**src/design/lsh_pkg.sv**
```systemverilog
// shared types and constants for the laplacian sharpening block
`timescale 1ns / 1ps

package lsh_pkg;

  localparam int unsigned MAX_WIDTH_DEF  = 2048;
  localparam int unsigned MAX_HEIGHT_DEF = 2048;

  localparam int unsigned CFG_W     = 12;
  localparam int unsigned CHAN_W    = 8;
  localparam int unsigned NUM_LANES = 3;
  localparam int unsigned PIX_W     = NUM_LANES * CHAN_W;
  localparam int unsigned TAPS      = 4;

  // 9 * 255 needs 12 bits, the signed difference one more
  localparam int unsigned POS_W = CHAN_W + 4;
  localparam int unsigned NEG_W = CHAN_W + 3;
  localparam int unsigned SUM_W = POS_W + 1;

  localparam logic [CFG_W-1:0] WIDTH_RESET  = 12'd640;
  localparam logic [CFG_W-1:0] HEIGHT_RESET = 12'd480;
  localparam logic             MODE_RESET   = 1'b0;

  localparam logic [CHAN_W-1:0] CHAN_MAX = 8'd255;

  typedef enum logic [1:0] {
    CFG_IMAGE_WIDTH  = 2'd0,
    CFG_IMAGE_HEIGHT = 2'd1,
    CFG_KERNEL_MODE  = 2'd2
  } cfg_idx_e;

  typedef enum logic {
    OP_PIXEL = 1'b0,
    OP_FLUSH = 1'b1
  } op_e;

  typedef enum logic {
    KERNEL_FOUR  = 1'b0,
    KERNEL_EIGHT = 1'b1
  } kernel_e;

  // where an output pixel is taken from
  typedef enum logic [1:0] {
    SRC_NONE   = 2'd0,
    SRC_WINDOW = 2'd1,
    SRC_FILTER = 2'd2,
    SRC_STORE  = 2'd3
  } src_e;

  typedef logic [CHAN_W-1:0] chan_t;

  typedef struct packed {
    chan_t red;
    chan_t green;
    chan_t blue;
    logic  last;
  } out_item_t;

endpackage

```
**src/design/lsh_out_buf.sv**
```systemverilog
// two-entry output buffer that decouples the receiver from the pipeline
`timescale 1ns / 1ps

module lsh_out_buf (
  input  logic                clk_i,
  input  logic                rst_ni,
  input  logic                push_i,
  input  lsh_pkg::out_item_t  data_i,
  output logic                full_o,
  output logic                valid_o,
  input  logic                ready_i,
  output lsh_pkg::out_item_t  data_o
);

  lsh_pkg::out_item_t slot_q [2];
  logic               wr_ptr_q, wr_ptr_d;
  logic               rd_ptr_q, rd_ptr_d;
  logic [1:0]         count_q, count_d;
  logic               pop;

  assign pop     = valid_o && ready_i;
  assign valid_o = (count_q != 2'd0);
  assign full_o  = (count_q == 2'd2);
  assign data_o  = slot_q[rd_ptr_q];

  always_comb begin
    wr_ptr_d = push_i ? ~wr_ptr_q : wr_ptr_q;
    rd_ptr_d = pop ? ~rd_ptr_q : rd_ptr_q;
    count_d  = count_q + 2'(push_i) - 2'(pop);
  end

  always_ff @(posedge clk_i or negedge rst_ni) begin
    if (!rst_ni) begin
      wr_ptr_q <= 1'b0;
      rd_ptr_q <= 1'b0;
      count_q  <= 2'd0;
    end else begin
      wr_ptr_q <= wr_ptr_d;
      rd_ptr_q <= rd_ptr_d;
      count_q  <= count_d;
    end
  end

  always_ff @(posedge clk_i) begin
    if (push_i) begin
      slot_q[wr_ptr_q] <= data_i;
    end
  end

  assert property (@(posedge clk_i) disable iff (!rst_ni) push_i |-> !full_o)
    else $error("item pushed into a full output buffer");

  assert property (@(posedge clk_i) disable iff (!rst_ni) count_q != 2'd3)
    else $error("output buffer count out of range");

endmodule

```
**config.mk**
```make
export PLATFORM = sky130hd
export DESIGN_NAME = lsh_out_buf
export DESIGN_NICKNAME = d
export VERILOG_FILES = /design/src/design/lsh_pkg.sv /design/src/design/lsh_out_buf.sv
export SDC_FILE = /design/constraint.sdc
export NUM_CORES = 1
export LEC_CHECK = 0
export BUFFER_PORTS_ARGS = -buffer_cell sky130_fd_sc_hd__clkbuf_2
export CAP_MARGIN = 30
export CORE_MARGIN = 2
export CORE_UTILIZATION = 46
export CTS_CLUSTER_SIZE = 24
export DETAILED_ROUTE_END_ITERATION = 12
export PLACE_DENSITY = 0.85
export SYNTH_ARGS = -nofsm -noshare
export SYNTH_HDL_FRONTEND = slang
export SYNTH_SLANG_ARGS = --single-unit
```
**constraint.sdc**
```tcl
create_clock -name clk_i -period 1.9 [get_ports clk_i]
set_input_delay 0 -clock clk_i [delete_from_list [all_inputs] [get_ports clk_i]]
set_output_delay 0 -clock clk_i [all_outputs]
set_load 0.02 [all_outputs]
```
Word level (Yosys, flattened, before mapping). Memory sizes are Yosys's and may differ from the RTL's. Index checks and enable logic that the tools add are counted.

Multiplexer cells: 2. Reductions and logical operators: 2. Bitwise logic cells: 2. Eq/ne operators: 1. Add/sub/neg operators: 2.

Operator list (number): $add A2 B1 Y2 (1); $eq A2 B2 Y1 const B (1); $mux W1 (2); $not A1 Y1 (2); $reduce_bool A2 Y1 (1); $sub A2 B1 Y2 (1); $logic_and A1 B1 Y1 (1).

Memories kept: 1. RAM bits: 50. Output and inout bits: 27. Word-level logic and storage cells: 13. Input bits: 29. Register bits after elaboration: 4.

Memories: slot_q (depth 2, width 25, rd ports 1, clocked after Yosys merged registers in 0, write ports 1, line lsh_out_buf.sv:15) `lsh_pkg::out_item_t slot_q [2];`.

Depth between registers and ports, before layout.
Word-level depth: 3. Depth in mapped cells: 6. Mapped depth without buffers: 6.

Worst setup path after synthesis. No wires, ideal clock.

Path type: flip-flop to flip-flop. Start point: register wr_ptr_q. End point: memory slot_q[0][0] in the netlist's numbering, enable pin. Period minus slack after synthesis: 1.944 ns. Buffers on the path: 0. Arrival: 1.534 ns. Data required time: 1.490 ns. Cell stages (with the launch flop): 2. Setup time: 0.410 ns. Path slack: -0.044 ns. Cells stage by stage: dfrtp_1 > nor2b_1.

RTL lines: from (decl) (line lsh_out_buf.sv:16) `logic wr_ptr_q, wr_ptr_d;`; from (signal assigned) (line lsh_out_buf.sv:38) `wr_ptr_q <= wr_ptr_d;`; to (decl) (line lsh_out_buf.sv:15).

No word-level cell before the write port.

==> flow_summary.json <==
{
  "status": "complete, no violations",
  "antenna_found_initial": 0,
  "synth_mux_area_share_pct": 16.8,
  "synth_seq_area_share_pct": 76.1,
  "clock_path_buffers": 2,
  "slowest_stage": "dfrtp_1",
  "r2r_slack_ns": 0.35,
  "coreArea_mm2": 0.00438,
  "path_clk_slew_ns": 0.09,
  "max-cap-violations": 0,
  "die_w_um": 71.7,
  "clk_latency_ns": 0.30,
  "hold_path.class": "in -> async",
  "ys_ff_latch": 54,
  "power_density_mw_per_mm2": 1360,
  "ant_nets": 0,
  "worst_hold_slack_ns": 0.0360,
  "rows": 24,
  "synthXorXnorAreaFrac_pct": 1.66,
  "finalSetupViolCount": 0,
  "fillers": 317,
  "yosysWarnings": 0,
  "crit_end": "data_o[0]",
  "overflow": 0,
  "die_h_um": 71.7,
  "skew_ns": 0.00230,
  "syn_nets": 126,
  "synth_compound_area_share_pct": 0.357,
  "dieArea_mm2": 0.00514,
  "portBuffers": 55,
  "grt_pass1_vias": 1229,
  "fin_crit_ns": 1.59,
  "ys_types": 14,
  "hold_viol_final": 0,
  "cp_slowest_stage_delay_ns": 0.52,
  "place_ws_ns": 0.379,
  "cts_tree": "yes",
  "final_nets": 217,
  "setup_slack_ns": 0.313,
  "rsz0062_at_grt": "no",
  "dpl.hpwl_um": 2290,
  "synthCells": 95,
  "yosys.area_share.simple_pct": 1.19,
  "place.gp.congestion": 0.668,
  "ctsResizeCount": 0,
  "grt_max_degree": 22,
  "io_pins": 56,
  "synth_top_family_by_area": "multiplexers",
  "finalPower_mw": 3.84,
  "finalCritPeriodShare_pct": 83.5,
  "syn_avg_cell_area_um2": 22.2,
  "num_vias": 1135,
  "rr_endpoint": "count_q[1]$_DFF_PN0_",
  "start_util_pct": 48.0,
  "fmax_mhz": 630,
  "path_cells": "buf_12 > mux2_2 > clkbuf_2",
  "htree_levels": 2,
  "dr.pass1.iters": 5,
  "critPathKind": "reg -> out",
  "path_max_fanout": 21,
  "dr.first_iter.drc_count": 54,
  "r2r_cells": 6,
  "drc": 0,
  "r2r-start": "count_q[1]$_DFF_PN0_",
  "drv_slew": 0,
  "synth_fa_ha_area_share_pct": 1.19,
  "drt_wl_total_um": 3550,
  "crit_family": "flip-flops",
  "num_antenna_cells": 0,
  "post_drt_wl_per_cell_um": 14.8,
  "dp.cells": 204,
  "p_leak_nw": 1.16,
  "areaGrowthSynthToFinish_pct": 33.5,
  "worstSetupStartpoint": "rd_ptr_q$_DFFE_PN0P_",
  "grt_usage_pct": 14.7,
  "worstPathRequired_ns": 1.90,
  "cts.root.buffer_cell": "clkbuf_8",
  "ir_drop_mv": 1.04,
  "tightest_slew_ns": 0.289,
  "endpoint_kind": "output pin",
  "cts_buffers": 5,
  "grt_pass1_wl_um": 5500,
  "cts.sinks": 54,
  "worst-path-buf-inv": 2,
  "cp.arrival_ns": 1.59,
  "vias_per_cell": 4.75,
  "drive_gt1_share_pct": 50.8,
  "timing.setup.tns_ns": 0,
  "cp.depth": 3,
  "start_kind": "flip-flop",
  "fin_cells": 239,
  "synth_area_mm2": 0.00211,
  "max_slew_margin_pct": 80.7
}
==> what timing repair did <==
item	4_1_cts	5_1_grt
endpoints found under the hold margin	56	0
setup buffers	0	0
hold buffers	27	0
==> placed cells by master (no fill, tap or decap), drive strengths merged, types with 3 or more instances in the layout <==
cell and n:
mux2 25, inv 3, buf 5, dlygate4sd3 27, edfxtp 50, dfrtp 4
clkbuf 60
==> cell families after synthesis <==
logic type	after synthesis
adder cells (fa/ha/maj)	2
XOR/XNOR	4
AO/OA/AOI/OAI	1
AND/OR/NAND/NOR	4
flip-flops	54
buffers and inverters	5
multiplexers	25
==> metrics by stage <==
stage,area [um2],utilization [%]
global route,2810,64.1
finish,2810,64.1
floorplan,2110,-
detailed placement,2450,55.8
global placement,2450,55.8
CTS,2810,64.1
==> how the worst min path moves through the flow <==
stage,to,startpoint,cells after the start
floorplan,count_q[0]$_DFF_PN0_,rst_ni,0
finish,wr_ptr_q$_DFFE_PN0P_,rst_ni,2
global placement,count_q[0]$_DFF_PN0_,rst_ni,1
detailed placement,wr_ptr_q$_DFFE_PN0P_,rst_ni,1
CTS,wr_ptr_q$_DFFE_PN0P_,rst_ni,2
global route,count_q[0]$_DFF_PN0_,rst_ni,2
==> synth_stat cells <==
library cell / number / area share, %
or2_2: 1 / 0.30
mux2_4: 19 / 14
buf_12: 2 / 1.9
o21a_1: 1 / 0.36
inv_1: 2 / 0.36
xnor2_1: 2 / 0.83
edfxtp_1: 50 / 71
ha_1: 2 / 1.2
buf_6: 1 / 0.53
nor2b_1: 2 / 0.59
and2_1: 1 / 0.30
xor2_1: 2 / 0.83
dfrtp_1: 4 / 4.8
mux2_2: 6 / 3.2
==> sequential cells by signal, summed over array words and instances, names as in the netlist <==
register and flops:
count_q 2, rd_ptr_q 1, slot_q 50, wr_ptr_q 1
==> report_power, final <==
part,switching [mW],internal (mW)
Clock,0.376,0.266
Combinational,0.789,0.706
Sequential,0.110,1.59
==> layer usage <==
metal	up-vias	GRT usage (%)	part of all wire, %	wire [um]
met3	5	5.49	6.9	243
met4	0	3.77	1.1	40
li1	542	-	-	-
met2	46	26.9	53	1870
met1	542	16.0	39	1400
met5	-	0	0	0
==> final cells by class <==
| cell class | count | area (um2) | share of cell area [%] |
|---|---|---|---|
| Sequential cell | 54 | 1600 | 57.0 |
| Timing Repair Buffer | 87 | 596 | 21.2 |
| Multi-Input combinational cell | 36 | 448 | 15.9 |
| Clock buffer | 5 | 68.8 | 2.45 |
| Tap cell | 52 | 65.1 | 2.31 |
| Clock inverter | 3 | 25.0 | 0.890 |
| Inverter | 2 | 7.51 | 0.267 |
(Power assumes the default switching activity.)
