[config.mk]
export PLATFORM = sky130hd
export DESIGN_NAME = lsh_lane
export DESIGN_NICKNAME = d
export VERILOG_FILES = /design/src/design/lsh_pkg.sv /design/src/design/lsh_lane.sv
export SDC_FILE = /design/constraint.sdc
export NUM_CORES = 1
export LEC_CHECK = 0
export ABC_CLOCK_PERIOD_IN_PS = 6100
export BUFFER_PORTS_ARGS = -buffer_cell sky130_fd_sc_hd__buf_2
export CORE_ASPECT_RATIO = 0.7
export CORE_MARGIN = 1
export CORE_UTILIZATION = 50
export DETAILED_ROUTE_END_ITERATION = 10
export GPL_ROUTABILITY_DRIVEN = 0
export PLACE_DENSITY_LB_ADDON = 0.1
export SYNTH_ARGS = -nofsm -noshare
export SYNTH_HDL_FRONTEND = slang
export SYNTH_SLANG_ARGS = --single-unit
[constraint.sdc]
create_clock -name vclk -period 6.1
set_clock_uncertainty 0.2 [all_clocks]
set_input_delay 0 -clock vclk [all_inputs]
set_output_delay 0 -clock vclk [all_outputs]
set_load 0.02 [all_outputs]
[src/design/lsh_pkg.sv]
// shared types and constants for the laplacian sharpening block
`timescale 1ns / 1ps

package lsh_pkg;

  localparam int unsigned MAX_WIDTH_DEF  = 2048;
  localparam int unsigned MAX_HEIGHT_DEF = 2048;

  localparam int unsigned CFG_W     = 12;
  localparam int unsigned CHAN_W    = 8;
  localparam int unsigned NUM_LANES = 3;
  localparam int unsigned PIX_W     = NUM_LANES * CHAN_W;
  localparam int unsigned TAPS      = 4;

  // 9 * 255 needs 12 bits, the signed difference one more
  localparam int unsigned POS_W = CHAN_W + 4;
  localparam int unsigned NEG_W = CHAN_W + 3;
  localparam int unsigned SUM_W = POS_W + 1;

  localparam logic [CFG_W-1:0] WIDTH_RESET  = 12'd640;
  localparam logic [CFG_W-1:0] HEIGHT_RESET = 12'd480;
  localparam logic             MODE_RESET   = 1'b0;

  localparam logic [CHAN_W-1:0] CHAN_MAX = 8'd255;

  typedef enum logic [1:0] {
    CFG_IMAGE_WIDTH  = 2'd0,
    CFG_IMAGE_HEIGHT = 2'd1,
    CFG_KERNEL_MODE  = 2'd2
  } cfg_idx_e;

  typedef enum logic {
    OP_PIXEL = 1'b0,
    OP_FLUSH = 1'b1
  } op_e;

  typedef enum logic {
    KERNEL_FOUR  = 1'b0,
    KERNEL_EIGHT = 1'b1
  } kernel_e;

  // where an output pixel is taken from
  typedef enum logic [1:0] {
    SRC_NONE   = 2'd0,
    SRC_WINDOW = 2'd1,
    SRC_FILTER = 2'd2,
    SRC_STORE  = 2'd3
  } src_e;

  typedef logic [CHAN_W-1:0] chan_t;

  typedef struct packed {
    chan_t red;
    chan_t green;
    chan_t blue;
    logic  last;
  } out_item_t;

endpackage

[src/design/lsh_lane.sv]
// one colour channel of the sharpening kernel, clamped to 0..255
`timescale 1ns / 1ps

module lsh_lane (
  input  lsh_pkg::chan_t centre_i,
  input  lsh_pkg::chan_t edge_i   [lsh_pkg::TAPS],
  input  lsh_pkg::chan_t corner_i [lsh_pkg::TAPS],
  input  logic           mode_i,
  output lsh_pkg::chan_t result_o
);

  logic [lsh_pkg::NEG_W-1:0]        edge_sum;
  logic [lsh_pkg::NEG_W-1:0]        corner_sum;
  logic [lsh_pkg::POS_W-1:0]        pos;
  logic [lsh_pkg::NEG_W-1:0]        neg;
  logic signed [lsh_pkg::SUM_W-1:0] diff;

  always_comb begin
    edge_sum   = '0;
    corner_sum = '0;
    for (int t = 0; t < lsh_pkg::TAPS; t++) begin
      edge_sum   = edge_sum + lsh_pkg::NEG_W'(edge_i[t]);
      corner_sum = corner_sum + lsh_pkg::NEG_W'(corner_i[t]);
    end
    if (lsh_pkg::kernel_e'(mode_i) == lsh_pkg::KERNEL_EIGHT) begin
      // centre times nine, all eight neighbours subtracted
      pos = (lsh_pkg::POS_W'(centre_i) << 3) + lsh_pkg::POS_W'(centre_i);
      neg = edge_sum + corner_sum;
    end else begin
      pos = (lsh_pkg::POS_W'(centre_i) << 2) + lsh_pkg::POS_W'(centre_i);
      neg = edge_sum;
    end
    diff = $signed(lsh_pkg::SUM_W'(pos)) - $signed(lsh_pkg::SUM_W'(neg));
    if (diff < 0) begin
      result_o = '0;
    end else if (diff > $signed(lsh_pkg::SUM_W'(lsh_pkg::CHAN_MAX))) begin
      result_o = lsh_pkg::CHAN_MAX;
    end else begin
      result_o = diff[lsh_pkg::CHAN_W-1:0];
    end
  end

endmodule

**After elaboration in Yosys (flattened, before gate mapping)**

Cells that the tools add are included.

- $add $sub $neg: 10
- Magnitude comparators: 2
- Mux-type cells: 4

Operators with widths:

| cell | count |
|---|---|
| $add 10x8->11 | 3 |
| $add 9x8->10 | 2 |
| $add 8x8->9 | 2 |
| $mux 8 | 2 |
| $gt 13x9->1 const B | 1 |
| $lt 13x1->1 const B | 1 |
| $sub 12x11->13 | 1 |
| $add 11x8->12 | 1 |
| $mux 12 | 1 |
| $add 11x11->11 | 1 |
| $mux 11 | 1 |

- Bits in registers: 0
- Output and inout bits: 8
- Logic and storage cells: 16

**Logic depth before layout (Yosys ltp)**

Gate-level depths: netlist of the first run.

- Depth after elaboration: 9
- Gate-level depth with buffers: 29
- Depth with buffers taken out: 28

**Worst setup path after synthesis of the first run**

OpenSTA, ideal clock, no wires.

- Path type: input -> output
- Start point: input port edge_i[1] in the netlist's numbering
- End point: output port result_o[0]
- Arrival: 5586 ps
- Required time: 5900 ps
- Slack: 314 ps
- Stages: 26
- Cell sequence: inv_1 fa_1 inv_1 fa_1 ha_1 inv_1 fa_1 inv_1 fa_1 fa_1 a21o_1 a21oi_1 nor2b_1 o21a_1 o41a_1 xor2_1 a22oi_1 ha_1 o21a_1 a21o_1 a41oi_1 o21bai_2 xnor2_1 and4_4 buf_6 a21oi_2

- Word-level cells in the longest chain between the ends: 7

Ends and longest elaborated chain:

| item | RTL line | source |
|---|---|---|
| from (decl) | lsh_lane.sv:6 | `input lsh_pkg::chan_t edge_i [lsh_pkg::TAPS],` |
| $add 10x8->11 (*) | lsh_lane.sv:22 | `edge_sum = edge_sum + lsh_pkg::NEG_W'(edge_i[t]);` |
| $add 11x11->11 | lsh_lane.sv:28 | `neg = edge_sum + corner_sum;` |
| $mux 11 (*) | lsh_lane.sv:25 | `if (lsh_pkg::kernel_e'(mode_i) == lsh_pkg::KERNEL_EIGHT) begin` |
| $sub 12x11->13 (*) | lsh_lane.sv:33 | `diff = $signed(lsh_pkg::SUM_W'(pos)) - $signed(lsh_pkg::SUM_W'(neg));` |
| $gt 13x9->1 | lsh_lane.sv:36 | `end else if (diff > $signed(lsh_pkg::SUM_W'(lsh_pkg::CHAN_MAX))) begin` |
| $mux 8 | lsh_lane.sv:36 |  |
| $mux 8 (*) | lsh_lane.sv:34 | `if (diff < 0) begin` |
| to (decl) | lsh_lane.sv:9 | `output lsh_pkg::chan_t result_o` |

Mark *: on every way between the ends. The rest lies on a longest branch, timed or not.

**Worst setup path in the final report of the first run**

- Start point: input port edge_i[1] in the netlist's numbering
- End point: output port result_o[7]

Same word-level chain as after synthesis.

==> impl_summary.log, run 1 <==
[metrics] post-detailed-route DRC marker count: 0
[metrics] floorplan die height: 67.03 um
[metrics] number of inserted diodes: 0
[metrics] fraction of the yosys area taken by sequential cells: 0%
[metrics] largest stage delay on the critical path: 0.54 ns
[metrics] maximum clock frequency: between 150 and 200 MHz
[metrics] Remaining Overflow, GRT: 0
[metrics] CTS hold repair buffers: 0
[metrics] DP HPWL: 5.465 mm
[metrics] clock buffers: 0
[metrics] quantity of I/O buffers inserted on ports: 81
[metrics] dpl ws: -0.1755 ns
[metrics] Worst Path Arrival: 5.92 ns
[metrics] wire length of the first global-routing pass: around 11 mm
[metrics] syn_nets: 507
[metrics] setup repair after global routing missed its margin: true
[metrics] failing checks: negative setup slack
[metrics] worst slew pin tran: between 0.6 and 0.7 ns
[metrics] router iterations before antenna repair: 4
[metrics] vias per cell: 5.123
[metrics] Setup Viol. Count Final: 6
[metrics] DR WL/cell: 11.93 um
[metrics] area share of the largest cell type after synthesis: 27.84%
[metrics] Fin. Hold Viols: 0
[metrics] Mapped Avg Cell Area: 8.729 um^2
[metrics] cell with the most instances after synthesis: sky130_fd_sc_hd__inv_1
[metrics] worst path required time: 5.90 ns
[metrics] fin. max-slew vios: 0
[metrics] Synth top cells by count: sky130_fd_sc_hd__inv_1, sky130_fd_sc_hd__ha_1, sky130_fd_sc_hd__fa_1
[metrics] maximum number of pins on one net before global-route repair: 34
[metrics] number of global-route vias before repair: 2525
[metrics] fraction of met2 tracks used by global routing: between 30% and 40%
[metrics] Hold Worst Slack: 0.2948 ns
[metrics] post-layout min period: 6.117 ns
[metrics] # nets final: 607
[metrics] sequential cell area: 0 um^2
[metrics] crit end category: primary output
[metrics] count of buffering cells on the critical path with inverters included: 6
[metrics] fraction of layout instances using a drive strength above 1: 35.14%
[metrics] total length of routed wires: around 6.2 mm
[metrics] Seq cells: 0
[metrics] synthesized cell area: a little over 3000 um^2
[metrics] floorplan die area: roughly 6400 um^2
[metrics] placement row count: 23
[metrics] starting utilization of the core area: 52.22%
[metrics] leading cell types by total area after synthesis: sky130_fd_sc_hd__fa_1, sky130_fd_sc_hd__ha_1, sky130_fd_sc_hd__inv_1
[metrics] post-route worst setup slack: -0.01749 ns
[metrics] Max transition margin: 58.18%
[metrics] category of the critical setup timing path: in -> out
[metrics] startpoint types: primary input
[metrics] number of unique standard cell types used by synthesis: 48
[metrics] critical-path maximum fanout: 8
[metrics] number of placed I/O pins: 81
[metrics] number of cells produced by synthesis: 346
[metrics] max_cap viols: 0
[metrics] largest delay contributor family on the critical path: adder cells
[metrics] ratio of final minimum period to clock period: 100.3%
[metrics] Core Region: 5784 um^2
[metrics] met1 global-route usage: approximately 30%
[metrics] largest area contributor in the synthesized netlist: sky130_fd_sc_hd__fa_1
[metrics] Slowest cell on crit path: sky130_fd_sc_hd__fa_1
[metrics] result of the run: finished, violations left
[metrics] number of synthesis warnings: 0
[metrics] Routed Antenna Nets: 0
[metrics] global-route usage over all layers: 20.12%
[metrics] number of DRC markers after the initial detailed-route iteration: 82
[metrics] chip width: about 95 um
[metrics] antenna violations before repair: 0
[metrics] Hold Crit Class: in -> out
[metrics] met3 Use GR: 0.7991%
[metrics] global route hottest layer: met2
[metrics] total via count after detailed routing: 2659
[metrics] area overhead of the layout relative to synthesis: 27.55%
cell type report:
class,count,area (um^2)
Multi-Input combinational cell,279,2919
Timing Repair Buffer,104,610.6
Tap cell,75,93.84
Inverter,61,229.0
Fill cell,495,1932
layout by cell type (no fill, tap or decap), types with 5 or more instances in the layout:
| cell | count |
|---|---|
| sky130_fd_sc_hd__buf_2 | 74 |
| sky130_fd_sc_hd__inv_1 | 57 |
| sky130_fd_sc_hd__ha_1 | 41 |
| sky130_fd_sc_hd__fa_1 | 39 |
| sky130_fd_sc_hd__buf_4 | 26 |
| sky130_fd_sc_hd__a21oi_1 | 25 |
| sky130_fd_sc_hd__nor2_1 | 20 |
| sky130_fd_sc_hd__xnor2_1 | 13 |
| sky130_fd_sc_hd__o21ai_0 | 12 |
| sky130_fd_sc_hd__xor2_1 | 11 |
| sky130_fd_sc_hd__a21oi_2 | 10 |
| sky130_fd_sc_hd__a21o_1 | 8 |
| sky130_fd_sc_hd__nand2b_1 | 8 |
| sky130_fd_sc_hd__o21a_1 | 7 |
| sky130_fd_sc_hd__nand2_1 | 7 |
| sky130_fd_sc_hd__o21bai_1 | 6 |
| sky130_fd_sc_hd__o21ai_2 | 5 |
| sky130_fd_sc_hd__mux2i_1 | 5 |
layer usage:
layer	wire length (um)	share of wire (%)	vias to the layer above
met5	0	0	-
met4	0	0	0
met3	218	3.5	0
met2	2895	47	54
met1	3079	50	1235
li1	-	-	1370
timing repair:
item                       in CTS  in global routing
gates resized for setup        13                 31
setup buffers                   4                  6
cloned                          0                  0
setup endpoints to repair       8                  8
pin swaps                      10                 21
stage by stage:
stage	TNS [ns]	utilization, %	std cells	cell area [um^2]
after floorplan	0	-	346	3020
after global placement	-0.5333	62.02	509	3587
after detailed placement	-1.348	62.02	509	3587
after CTS	0	63.60	513	3679
after global routing	-1.762	66.60	519	3852
final	-0.05760	66.60	519	3852
cells by family (layout without fill, tap and decap cells):
family	after synthesis	in the layout	share of synthesized area (%)
adder cells (fa/ha/maj)	88	88	46.89
AO/OA/AOI/OAI	94	94	22.45
AND/OR/NAND/NOR	60	60	10.81
XOR/XNOR	28	28	8.119
multiplexers	9	9	3.148
buffers and inverters	67	165	8.575
final timing paths:
kind,depth (start not counted),slack (ns),to,startpoint
worst max-delay path,29,-0.02,result_o[7],edge_i[1]
worst min-delay path,5,0.29,result_o[0],centre_i[0]
Power of run 1 is left out: the tool's default activity adds up to more than one toggle a clock period on the data nets, which glitch-free logic cannot reach.
==> run 2, diff against run 1 <==
--- a/config.mk
+++ b/config.mk
@@ -5,8 +5,9 @@
 export SDC_FILE = /design/constraint.sdc
 export NUM_CORES = 1
 export LEC_CHECK = 0
-export ABC_CLOCK_PERIOD_IN_PS = 6100
+export ABC_CLOCK_PERIOD_IN_PS = 7300
 export BUFFER_PORTS_ARGS = -buffer_cell sky130_fd_sc_hd__buf_2
+export CAP_MARGIN = 20
 export CORE_ASPECT_RATIO = 0.7
 export CORE_MARGIN = 1
 export CORE_UTILIZATION = 50
==> constraint.sdc (replaced) <==
create_clock -name vclk -period 7.3
set_clock_uncertainty 0.2 [all_clocks]
set_input_delay 0 -clock vclk [all_inputs]
set_output_delay 0 -clock vclk [all_outputs]
set_load 0.02 [all_outputs]
==> impl_summary.log, run 2 (synthesis gave the netlist of run 1 again) <==
[metrics] result of the run: completed
[metrics] multi-input combinational cell area: 2761 um^2 (-5.4%)
[metrics] # Post-CTS Setup Buffers: 0 (-4)
[metrics] clock buffers: 0 (unchanged)
[metrics] count of buffering cells on the critical path with inverters included: 5 (-1)
[metrics] area overhead of the layout relative to synthesis: 15.53%
[metrics] Worst Path Arrival: 6.18 ns (+0.26 ns)
[metrics] post-detailed-route DRC marker count: 0 (unchanged)
[metrics] number of placed I/O pins: 81 (unchanged)
[metrics] number of global-route vias before repair: 2325 (-7.9%)
[metrics] number of gates resized after cts: 0 (-13)
[metrics] Remaining Overflow, GRT: 0 (unchanged)
[metrics] floorplan die height: 67.03 um (unchanged)
[metrics] most common cell after layout, fill and taps aside: sky130_fd_sc_hd__buf_2
[metrics] number of DRC markers after the initial detailed-route iteration: 68 (-17%)
[metrics] Slowest cell on crit path: sky130_fd_sc_hd__fa_1
[metrics] critical-path maximum fanout: 8 (unchanged)
[metrics] starting utilization of the core area: 52.22% (unchanged)
[metrics] Max transition margin: 58.43% (+0.24 points)
[metrics] number of inserted diodes: 0 (unchanged)
[metrics] sequential cell area: 0 um^2 (unchanged)
[metrics] CTS hold repair buffers: 0 (unchanged)
[metrics] router iterations before antenna repair: 4 (unchanged)
[metrics] fraction of layout instances using a drive strength above 1: 24.70% (-10 points)
[metrics] total length of routed wires: 5.834 mm (-5.8%)
[metrics] maximum number of pins on one net before global-route repair: 34 (unchanged)
[metrics] category of the critical setup timing path: in -> out
[metrics] largest delay contributor family on the critical path: adder cells
[metrics] worst path required time: 7.10 ns (+1.20 ns)
[metrics] global-route usage over all layers: 19.33% (-0.79 points)
[metrics] FILL cells: 533 (+7.7%)
[metrics] worst slew pin tran: 0.6216 ns (-0.005661 ns)
[metrics] wire length of the first global-routing pass: 10.02 mm (-4.7%)
[metrics] antenna violations before repair: 0 (unchanged)
[metrics] most numerous cell on the critical path: sky130_fd_sc_hd__fa_1
[metrics] setup repair after global routing missed its margin: false
[metrics] maximum clock frequency: 156.6 MHz
[metrics] chip width: 94.90 um (unchanged)
[metrics] most frequent cells in the layout: sky130_fd_sc_hd__buf_2, sky130_fd_sc_hd__inv_1, sky130_fd_sc_hd__ha_1, sky130_fd_sc_hd__fa_1, sky130_fd_sc_hd__a21oi_1
[metrics] placement row count: 23 (unchanged)
[metrics] crit end category: primary output
[metrics] quantity of I/O buffers inserted on ports: 81 (unchanged)
[metrics] Core Region: 5784 um^2 (unchanged)
[metrics] vias per cell: 5.139 (+0.31%)
[metrics] ratio of final minimum period to clock period: slightly below 90%
[metrics] # nets final: 584 (-3.8%)
[metrics] Routed Antenna Nets: 0 (unchanged)
[metrics] total via count after detailed routing: 2549 (-4.1%)
[metrics] fin. max-slew vios: 0 (unchanged)
[metrics] DP HPWL: 5.394 mm (-1.3%)
[metrics] post-layout min period: 6.384 ns
[metrics] Hold Crit Class: in -> out
[metrics] largest stage delay on the critical path: 0.53 ns (about the same)
[metrics] Fin. Hold Viols: 0 (unchanged)
[metrics] max_cap viols: 0 (unchanged)
[metrics] floorplan die area: 6360 um^2 (unchanged)
[metrics] Setup Viol. Count Final: 0 (-6)
[metrics] Seq cells: 0 (unchanged)
[metrics] final-layout setup total negative slack: 0 ns (+0.05760 ns)
[metrics] startpoint types: primary input
[metrics] DR WL/cell: 11.76 um (-1.4%)
-- run 2: routing by layer --
| metal | GRT usage (%) | part of all wire, % | vias to the layer above |
|---|---|---|---|
| met4 | 0 | 0 | 0 |
| met1 | 30.05 | 50 | 1160 |
| met3 | 0.1142 | 4.8 | 0 |
| met2 | 31.74 | 45 | 62 |
| li1 | - | - | 1327 |
| met5 | 0 | 0 | - |
-- run 2: cell type report --
type	instances	share of cell area (%)
inverters	61	6.561
multi-input cells	279	79.13
repair buffers	81	11.62
well taps	75	2.689
-- run 2: metrics by stage --
stage | utilization, % | worst slack (ns) | instances | hold slack [ns] | cell area, um^2
3_5_place_dp | 60.33 | 0.8802 | 496 | 0.3064 | 3490
2_1_floorplan | - | 1.514 | 346 | 0.05214 | 3020
4_1_cts | 60.33 | 0.8516 | 496 | 0.3047 | 3490
6_report | 60.33 | 0.9156 | 496 | 0.2999 | 3490
3_3_place_gp | 60.33 | 0.8554 | 496 | 0.2950 | 3490
5_1_grt | 60.33 | 0.3999 | 496 | 0.3342 | 3490
-- run 2: worst min-delay path, stage by stage --
cell,delay (ns)
sky130_fd_sc_hd__buf_2,0.12
sky130_fd_sc_hd__inv_1,0.05
sky130_fd_sc_hd__ha_1,0.14
sky130_fd_sc_hd__a21oi_2,0.05
sky130_fd_sc_hd__buf_2,0.15
-- run 2: worst paths after layout --
check | from | to | slack, ns | depth (start not counted)
worst min-delay path | centre_i[0] | result_o[0] | 0.30 | 5
worst max-delay path | edge_i[1] | result_o[7] | 0.92 | 29
Power of run 2 is left out for the same reason.
==> run 3, diff against run 2 <==
--- a/config.mk
+++ b/config.mk
@@ -14,6 +14,7 @@
 export DETAILED_ROUTE_END_ITERATION = 10
 export GPL_ROUTABILITY_DRIVEN = 0
 export PLACE_DENSITY_LB_ADDON = 0.1
+export RECOVER_POWER = 25
 export SYNTH_ARGS = -nofsm -noshare
 export SYNTH_HDL_FRONTEND = slang
 export SYNTH_SLANG_ARGS = --single-unit
==> impl_summary.log, run 3 (synthesis gave the netlist of run 1 again) <==
[metrics] fin. max-slew vios: 0 (unchanged)
[metrics] DP HPWL: 5.394 mm (unchanged)
[metrics] Fin. Hold Viols: 0 (unchanged)
[metrics] number of global-route vias before repair: 2325 (unchanged)
[metrics] # nets final: 584 (unchanged)
[metrics] maximum number of pins on one net before global-route repair: 34 (unchanged)
[metrics] number of placed I/O pins: 81 (unchanged)
[metrics] Seq cells: 0 (unchanged)
[metrics] ratio of final minimum period to clock period: 87.57% (+0.11 points)
[metrics] DR WL/cell: 11.78 um (+0.12%)
[metrics] most common cell after layout, fill and taps aside: sky130_fd_sc_hd__buf_2
[metrics] Hold Crit Class: in -> out
[metrics] clock buffers: 0 (unchanged)
[metrics] number of gates resized after cts: 0 (unchanged)
[metrics] fraction of layout instances using a drive strength above 1: 24.47% (-0.24 points)
[metrics] category of the critical setup timing path: in -> out
[metrics] floorplan die area: 6360 um^2 (unchanged)
[metrics] antenna violations before repair: 0 (unchanged)
[metrics] final-layout setup total negative slack: 0 ns (unchanged)
[metrics] FILL cells: 531 (-0.38%)
[metrics] placement row count: 23 (unchanged)
[metrics] Cells on Worst Hold Path: 5 (unchanged)
[metrics] area overhead of the layout relative to synthesis: 15.49% (about the same)
[metrics] Slowest cell on crit path: sky130_fd_sc_hd__fa_1
[metrics] crit end category: primary output
[metrics] Max transition margin: 57.86% (-0.56 points)
[metrics] worst path required time: 7.10 ns (about the same)
[metrics] floorplan die height: 67.03 um (unchanged)
[metrics] worst min-delay path endpoint: result_o[0]
[metrics] Setup Viol. Count Final: 0 (unchanged)
[metrics] number of inserted diodes: 0 (unchanged)
[metrics] Worst Path Arrival: 6.19 ns (about the same)
[metrics] Remaining Overflow, GRT: 0 (unchanged)
[metrics] global-route usage over all layers: 19.33% (unchanged)
[metrics] total via count after detailed routing: 2542 (-0.27%)
[metrics] maximum clock frequency: 156.4 MHz (-0.13%)
[metrics] Routed Antenna Nets: 0 (unchanged)
[metrics] worst slew pin tran: 0.6300 ns (+0.008426 ns)
[metrics] post-layout utilization of the core: 60.31% (about the same)
[metrics] post-route standard cell area excluding fillers: 3488 um^2 (about the same)
[metrics] post-detailed-route DRC marker count: 0 (unchanged)
[metrics] router iterations before antenna repair: 4 (unchanged)
[metrics] worst hold path startpoint: centre_i[0]
[metrics] most frequent cells in the layout: sky130_fd_sc_hd__buf_2, sky130_fd_sc_hd__inv_1, sky130_fd_sc_hd__ha_1, sky130_fd_sc_hd__fa_1, sky130_fd_sc_hd__a21oi_1
[metrics] Core Region: 5784 um^2 (unchanged)
[metrics] quantity of I/O buffers inserted on ports: 81 (unchanged)
[metrics] total length of routed wires: 5.841 mm (+0.12%)
[metrics] wire length of the first global-routing pass: 10.02 mm (unchanged)
[metrics] # Post-CTS Setup Buffers: 0 (unchanged)
[metrics] setup repair after global routing missed its margin: false
[metrics] chip width: 94.90 um (unchanged)
[metrics] result of the run: completed
[metrics] sequential cell area: 0 um^2 (unchanged)
[metrics] number of DRC markers after the initial detailed-route iteration: 68 (unchanged)
[metrics] CTS hold repair buffers: 0 (unchanged)
[metrics] critical-path maximum fanout: 8 (unchanged)
[metrics] Post-DP Area: 3490 um^2 (unchanged)
[metrics] post-layout min period: 6.393 ns (+0.008269 ns)
[metrics] vias per cell: 5.125 (-0.27%)
[metrics] max_cap viols: 0 (unchanged)
[metrics] most numerous cell on the critical path: sky130_fd_sc_hd__fa_1
[metrics] largest stage delay on the critical path: 0.53 ns (about the same)
[metrics] starting utilization of the core area: 52.22% (unchanged)
[metrics] startpoint types: primary input
==> run 3: changes by cell type in the layout (fill, tap and decap cells not counted), sizes merged <==
cell | before | now
buf | 81 | 80
clkbuf | 0 | 1
==> run 3: final cells by class <==
| type | instances | area (um^2) | share of cell area [%] |
|---|---|---|---|
| multi-input combinational | 279 | 2761 | 79.16 |
| tap | 75 | 93.84 | 2.690 |
| timing repair buffer | 81 | 404.1 | 11.59 |
| inverter | 61 | 229.0 | 6.564 |
==> run 3: how the worst max path moves through the flow <==
stage | startpoint | cells past startpoint | end | slack [ns]
after CTS | edge_i[1] | 29 | result_o[7] | 0.85
after detailed placement | edge_i[1] | 29 | result_o[7] | 0.88
after global placement | edge_i[1] | 29 | result_o[6] | 0.86
after floorplan | edge_i[1] | 26 | result_o[0] | 1.51
final | edge_i[1] | 29 | result_o[3] | 0.91
after global routing | edge_i[1] | 29 | result_o[3] | 0.40
==> run 3: critical path: cells and delay by family <==
kind                     cells  cell delay (ns)
buffers and inverters        5             0.42
AO/OA/AOI/OAI                9             1.59
multiplexers                 1             0.11
AND/OR/NAND/NOR              4             0.86
XOR/XNOR                     3             0.50
adder cells (fa/ha/maj)      7             2.71
==> run 3: layer usage <==
layer	track usage [%]	vias up	routed length [um]
met5	0	-	0
met4	0	0	0
met3	0.1142	0	236
met2	31.74	57	2628
met1	30.05	1158	2976
li1	-	1327	-
==> run 3: metrics by stage <==
stage	worst slack, ns	hold WS, ns	cells
finish	0.9073	0.2999	496
global route	0.3974	0.3342	496
CTS	0.8516	0.3047	496
detailed placement	0.8802	0.3064	496
global placement	0.8554	0.2950	496
floorplan	1.514	0.05214	346
Power of run 3 is left out for the same reason.
